[config.mk]
export PLATFORM = sky130hd
export DESIGN_NAME = tcce_front
export DESIGN_NICKNAME = d
export VERILOG_FILES = /design/src/rtl/tcce_pkg.sv /design/src/rtl/tcce_front.sv
export SDC_FILE = /design/constraint.sdc
export NUM_CORES = 1
export LEC_CHECK = 0
export ABC_AREA = 1
export BUFFER_PORTS_ARGS = -buffer_cell sky130_fd_sc_hd__buf_4
export CORE_AREA = 2 2 64 66
export CTS_BUF_LIST = sky130_fd_sc_hd__clkbuf_4
export DETAILED_ROUTE_END_ITERATION = 10
export DIE_AREA = 0 0 66 68
export GPL_ROUTABILITY_DRIVEN = 0
export PLACE_DENSITY = 0.85
export SLEW_MARGIN = 0
export SYNTH_ARGS = -nofsm -noshare
export SYNTH_HDL_FRONTEND = slang
export SYNTH_SLANG_ARGS = --single-unit
export TNS_END_PERCENT = 20
[constraint.sdc]
create_clock -name clock -period 5.95 [get_ports clock]
set_clock_uncertainty 0.15 [all_clocks]
set_input_delay 0.2975 -clock clock [delete_from_list [all_inputs] [get_ports clock]]
set_output_delay 0.2975 -clock clock [all_outputs]
set_load 0.05 [all_outputs]
[src/rtl/tcce_pkg.sv]
package tcce_pkg;

   localparam int ROW_CNT_W  = 7;
   localparam int COL_CNT_W  = 8;
   localparam int CSR_IDX_W  = 1;
   localparam int CSR_DATA_W = 8;

   localparam logic [CSR_IDX_W-1:0] CSR_ROW_COUNT = 1'b0;
   localparam logic [CSR_IDX_W-1:0] CSR_COL_COUNT = 1'b1;

   localparam logic [ROW_CNT_W-1:0] ROW_COUNT_RESET = 7'd24;
   localparam logic [COL_CNT_W-1:0] COL_COUNT_RESET = 8'd80;

   localparam logic CMD_PUT  = 1'b0;
   localparam logic CMD_READ = 1'b1;

   localparam logic [7:0] CHAR_NUL   = 8'h00;
   localparam logic [7:0] CHAR_BS    = 8'h08;
   localparam logic [7:0] CHAR_LF    = 8'h0A;
   localparam logic [7:0] CHAR_FF    = 8'h0C;
   localparam logic [7:0] CHAR_CR    = 8'h0D;
   localparam logic [7:0] CHAR_SPACE = 8'h20;

   typedef struct packed {
      logic       cmd;
      logic [7:0] char_code;
      logic [5:0] read_row;
      logic [6:0] read_col;
   } req_type;

   typedef struct packed {
      logic [7:0] read_char;
      logic [5:0] cursor_row;
      logic [7:0] cursor_col;
      logic       scrolled;
      logic       cleared;
   } rsp_type;

   typedef enum logic [2:0] {
      OP_READ,
      OP_NOP,
      OP_BS,
      OP_CR,
      OP_LF,
      OP_FF,
      OP_PUT
   } op_type;

   typedef struct packed {
      op_type     op;
      logic [7:0] char_code;
      logic [5:0] read_row;
      logic [6:0] read_col;
   } item_type;

   typedef struct packed {
      logic init_busy;
   } back_status_type;

endpackage

[src/rtl/tcce_front.sv]
module tcce_front
   import tcce_pkg::*;
(
   input  logic            clock,
   input  logic            reset,
   input  logic            req_valid,
   output logic            req_stall,
   input  req_type         req_data,
   input  back_status_type status,
   output logic            q_valid,
   output item_type        q_item,
   input  logic            q_pop
);

   item_type   fifo_ff [2];
   logic       wr_ptr_ff;
   logic       rd_ptr_ff;
   logic [1:0] count_ff;
   logic [1:0] count_in;
   item_type   item_in;
   logic       push;
   logic       pop;

   // Decode the byte once here so that the back end only sees an operation.
   always_comb begin
      item_in.char_code = req_data.char_code;
      item_in.read_row  = req_data.read_row;
      item_in.read_col  = req_data.read_col;
      if (req_data.cmd == CMD_READ) begin
         item_in.op = OP_READ;
      end else begin
         case (req_data.char_code)
            CHAR_NUL: item_in.op = OP_NOP;
            CHAR_BS:  item_in.op = OP_BS;
            CHAR_CR:  item_in.op = OP_CR;
            CHAR_LF:  item_in.op = OP_LF;
            CHAR_FF:  item_in.op = OP_FF;
            default:  item_in.op = OP_PUT;
         endcase
      end
   end

   assign req_stall = (count_ff == 2'd2) || status.init_busy;
   assign push      = req_valid && !req_stall;
   assign q_valid   = (count_ff != 2'd0);
   assign pop       = q_pop && q_valid;
   assign q_item    = fifo_ff[rd_ptr_ff];

   always_comb begin
      count_in = count_ff;
      if (push && !pop) begin
         count_in = count_ff + 2'd1;
      end else if (!push && pop) begin
         count_in = count_ff - 2'd1;
      end
   end

   always_ff @(posedge clock) begin
      if (reset) begin
         wr_ptr_ff <= 1'b0;
         rd_ptr_ff <= 1'b0;
         count_ff  <= 2'd0;
      end else begin
         count_ff <= count_in;
         if (push) begin
            wr_ptr_ff <= ~wr_ptr_ff;
         end
         if (pop) begin
            rd_ptr_ff <= ~rd_ptr_ff;
         end
      end
   end

   always_ff @(posedge clock) begin
      if (push) begin
         fifo_ff[wr_ptr_ff] <= item_in;
      end
   end

endmodule

Yosys cells after proc, flatten, opt, wreduce, memory -nomap -nowiden
Memories as Yosys holds them, arrays and structs flattened. A register that Yosys moved wholly into a read port is not among the register bits.
Cells that the tools add are included.
{"block": "word_totals", "register_bits": 4, "ramBits": 48, "in_bits": 27, "mem_count": 1}
{"block": "op_classes", "add_sub_neg": 2, "eq_ne": 5, "muxes": 8, "n_bitwise": 2, "n_reduce_logical": 11}
{"name": "fifo_ff", "depth": 2, "width": 24, "rd": 1, "rd_clocked_by_memory_dff": 1, "wr": 1, "line": "tcce_front.sv:15", "text": "item_type fifo_ff [2];"}
{"op": "$eq 8x4->1 const B", "count": 4}
{"op": "$pmux 3 s5", "count": 1}
{"op": "$logic_not 8->1", "count": 1}
{"op": "$logic_and 1x1->1", "count": 4}
{"op": "$mux 1", "count": 4}
{"op": "$mux 2", "count": 2}
{"op": "$reduce_bool 2->1", "count": 2}
{"op": "$logic_not 1->1", "count": 3}
{"op": "$mux 3", "count": 1}
{"op": "$add 2x1->2 const B", "count": 1}
{"op": "$eq 2x2->1 const B", "count": 1}
{"op": "$not 1->1", "count": 2}
{"op": "$sub 2x1->2 const B", "count": 1}
{"op": "$logic_or 1x1->1", "count": 1}

Logic depth before layout (Yosys ltp)
{"block": "logic_depth", "word_depth": 8, "mapped_depth": 9}

Least setup slack after synthesis
No wires, ideal clock.
{"block": "synth_path", "path_kind": "register to register", "startpoint": "register count_ff[0]", "endpoint": "memory fifo_ff[1][0] (netlist bit), enable pin", "setup_time_ns": 0.406, "t_arrival_ns": 1.604, "required_time_ns": 5.394, "setup_slack_ns": 3.790, "path_stages_with_launch": 5, "path_buffers": 0, "period_less_slack_ns": 2.160, "cell_sequence": "dfxtp_1 -> inv_2 -> nand2_1 -> nand3_2 -> nor2_1"}
{"block": "synth_via", "elab_chain_cells": 6}
{"element": "start, declared", "line": "tcce_front.sv:18", "text": "logic [1:0] count_ff;"}
{"element": "start signal, assigned", "line": "tcce_front.sv:64", "text": "count_ff <= count_in;"}
{"element": "$eq 2x2->1", "line": "tcce_front.sv:43", "text": "assign req_stall = (count_ff == 2'd2) || status.init_busy;"}
{"element": "$logic_or 1x1->1", "line": "tcce_front.sv:43"}
{"element": "$logic_not 1->1", "line": "tcce_front.sv:44", "text": "assign push = req_valid && !req_stall;"}
{"element": "$logic_and 1x1->1", "line": "tcce_front.sv:44"}
{"element": "$mux 1", "line": "tcce_front.sv:75", "text": "if (push) begin"}
{"element": "$mux 1 (implied by the code)", "line": "tcce_front.sv:76", "text": "fifo_ff[wr_ptr_ff] <= item_in;"}
{"element": "end, declared", "line": "tcce_front.sv:15"}
No other way between the ends.

==> flow_summary.ini <==
[synthesis]
syn_inst = 133
synth_fa_ha_area_share_pct = 0.571
ys_types = 22
synth_compound_area_share_pct = 2.68
synth_warnings = 0
syn_nets = 161
synthSimpleGateAreaFrac_pct = 7.54
synth_xor_xnor_area_share_pct = 0
syn_area_per_cell_sq_um = 16.5
synth_top_family_by_area = multiplexers
yosys_register_bits = 53
synth_area_sq_mm = 0.00219
yosysSeqAreaShare_pct = 70.4
synthMuxAreaShare_pct = 15.8

[critical_path]
r2r_start = count_ff[0]
path_class = reg2out
path_depth = 3
cp.buffers_inverters = 2
crit_slowest_cell = mux2_2
worstReg2RegEnd = fifo_ff[0][1]
worstSetupEndpoint = q_item[23]
path_delay_family = buffers and inverters
critical_path.cell_chain = buf_4 > mux2_2 > buf_4
rrSetupSlack_ps = 3830
crit_top_cell = buf_4
crit_required_ps = 5500
rr_worst_depth = 4
worstSetupStartpointType = flip-flop
end_kind = primary output
crit_fanout = 24
crit_arrival_ps = 1690
cpPeakStageDelay_ps = 400

[power_and_ir_drop]
power.density_mw_per_mm2 = 320
clkPwrFrac_pct = 17.3
ir_drop_uv = 206
switchingPower_uw = 324
power.internal_uw = 604
switching_share_pct = 34.9
sequentialPowerShare_pct = 47.9
pwr-share-comb_pct = 34.8
power_leakage_uw = 0.00115

[clock_tree]
numClockSinks = 53
numCtsBuffers = 5
clkLatencyLatePin_ps = 380
clockRootBuffer = clkbuf_4
cts_max_level = 2
clkTransAtPathRegs_ps = 150
cts_tree = built
cts_resized = 0
clockBufferDepth = 2

[global_routing]
grt_overflow = 0
antenna_found_initial = 0
grt_use_total_pct = 20.9
first_global_vias = 1385
grt_pass1_wl_mm = 6.59
grt_max_degree = 26

[die]
dieWidth_um = 66
num_io_pins = 53
die-area_sq_mm = 0.00449
fp-row-count = 23
initial_core_util_pct = 56.8
core_sq_mm = 0.00386
die_h_um = 68

[sta]
period_needed_ps = 2140
grt_setup_unrepaired = no
finalSetupViolations = 0
min_period_over_period_pct = 35.9
hold_violations = 0
setup-tns-final_ps = 0
slew_headroom_pct = 17.5
fmax_ghz = 0.468
finalMaxSlewViolations = 0
tightest_slew_ps = 1240

[finish]
layout_commonest_cell = buf_4
nets = 240
mostFrequentLayoutCells = buf_4 (53), edfxtp_1 (48), dlygate4sd3_1 (22), mux2_4 (20), nor2_1 (12)
drive_above_1_share_pct = 44.1
n_antenna_cell = 0
synthToLayoutAreaGrowth_pct = 32.5
stdcell_count = 263

[detailed_routing]
initialDrtViolationCount = 39
drc = 0
routed_via_density = 5.03
wire_per_inst_um = 15.8
ant_nets = 0
drtPass1Iterations = 4
vias = 1322
detail_route.wirelength_mm = 4.17

[placement]
hpwl_mm = 2.70
numPortBuffers = 52
place_inst = 233

[run]
drv_cap = 0

[worst_hold_path]
min_path_type = in2reg

[outcome]
status = completed
[power by group through the flow]
stage / Sequential [uW] / Clock [uW] / Combinational [uW]
floorplan: 449 / 0 / 238
global placement: 450 / 0 / 303
detailed placement: 452 / 0 / 311
CTS: 444 / 160 / 324
global route: 446 / 176 / 339
finish: 444 / 161 / 323
[worst reg2reg max path, delay by kind of cell, from the launching register on]
kind,cells,cell delay [ps]
flip-flops,1,370
buffers and inverters,1,80
AND/OR/NAND/NOR,3,1160
[what timing repair did]
action                                 CTS  global route
hold buffers                            22             0
setup buffers                            0             0
endpoints found under the hold margin   46             0
[through the flow]
step / util (%) / hold slack, ps / area (sq um) / power [uW] / setup slack [ps]
finish: 75.3 / 65.4 / 2900 / 928 / 3810
global route: 75.3 / 45.9 / 2900 / 961 / 3670
CTS: 75.3 / 50.5 / 2900 / 927 / 3790
detailed placement: 68.0 / 321 / 2620 / 764 / 3840
global placement: 68.0 / 313 / 2620 / 752 / 3880
floorplan: - / 217 / 2190 / 687 / 3790
[per-layer routing]
metal / vias up / global-route usage (%) / share of wire, % / wire length [um]
met1: 627 / 23.7 / 39 / 1640
met4: 0 / 8.67 / 1.7 / 70
li1: 639 / - / - / -
met5: - / 0 / 0 / 0
met3: 7 / 5.26 / 5.0 / 208
met2: 49 / 38.1 / 54 / 2250
[Yosys cell counts, drive strengths merged]
library cell | number | area, sq um
buf | 3 | 33.8
edfxtp | 48 | 1440
nor2 | 14 | 52.6
a21oi | 6 | 33.8
o21ai | 2 | 10.0
nand2 | 12 | 62.6
dfxtp | 5 | 100
nand3 | 2 | 15.0
nand4 | 1 | 6.26
or2 | 1 | 6.26
inv | 9 | 33.8
mux2 | 24 | 345
nor3b | 3 | 22.5
o21bai | 2 | 15.0
ha | 1 | 12.5
[worst min-delay path by stage]
stage,from,end,slack (ps),cells after the start
3_5_place_dp,rd_ptr_ff,flip-flop,320,2
5_1_grt,req_data[21],fifo_ff[0][22],50,2
2_1_floorplan,reset,flip-flop,220,1
4_1_cts,req_data[21],fifo_ff[1][22],50,2
6_report,req_data[21],fifo_ff[1][22],70,2
3_3_place_gp,rd_ptr_ff,rd_ptr_ff,310,2
[layout make-up]
class	count	area, sq um
Clock buffer	5	37.5
Clock inverter	3	22.5
Fill cell	251	953
Inverter	9	33.8
Multi-Input combinational cell	68	587
Sequential cell	53	1540
Tap cell	50	62.6
Timing Repair Buffer	75	618
[cell families (layout without fill, tap and decap cells)]
group,count (synthesis),after routing
flip-flops,53,53
adder cells (fa/ha/maj),1,1
buffers and inverters,12,92
multiplexers,24,24
AO/OA/AOI/OAI,10,10
AND/OR/NAND/NOR,33,33
[flip-flops by register name, summed over array words and instances (netlist names), named ones only]
signal / cells
fifo_ff: 48
count_ff: 2
rd_ptr_ff: 1
wr_ptr_ff: 1
(Power assumes the default switching activity.)
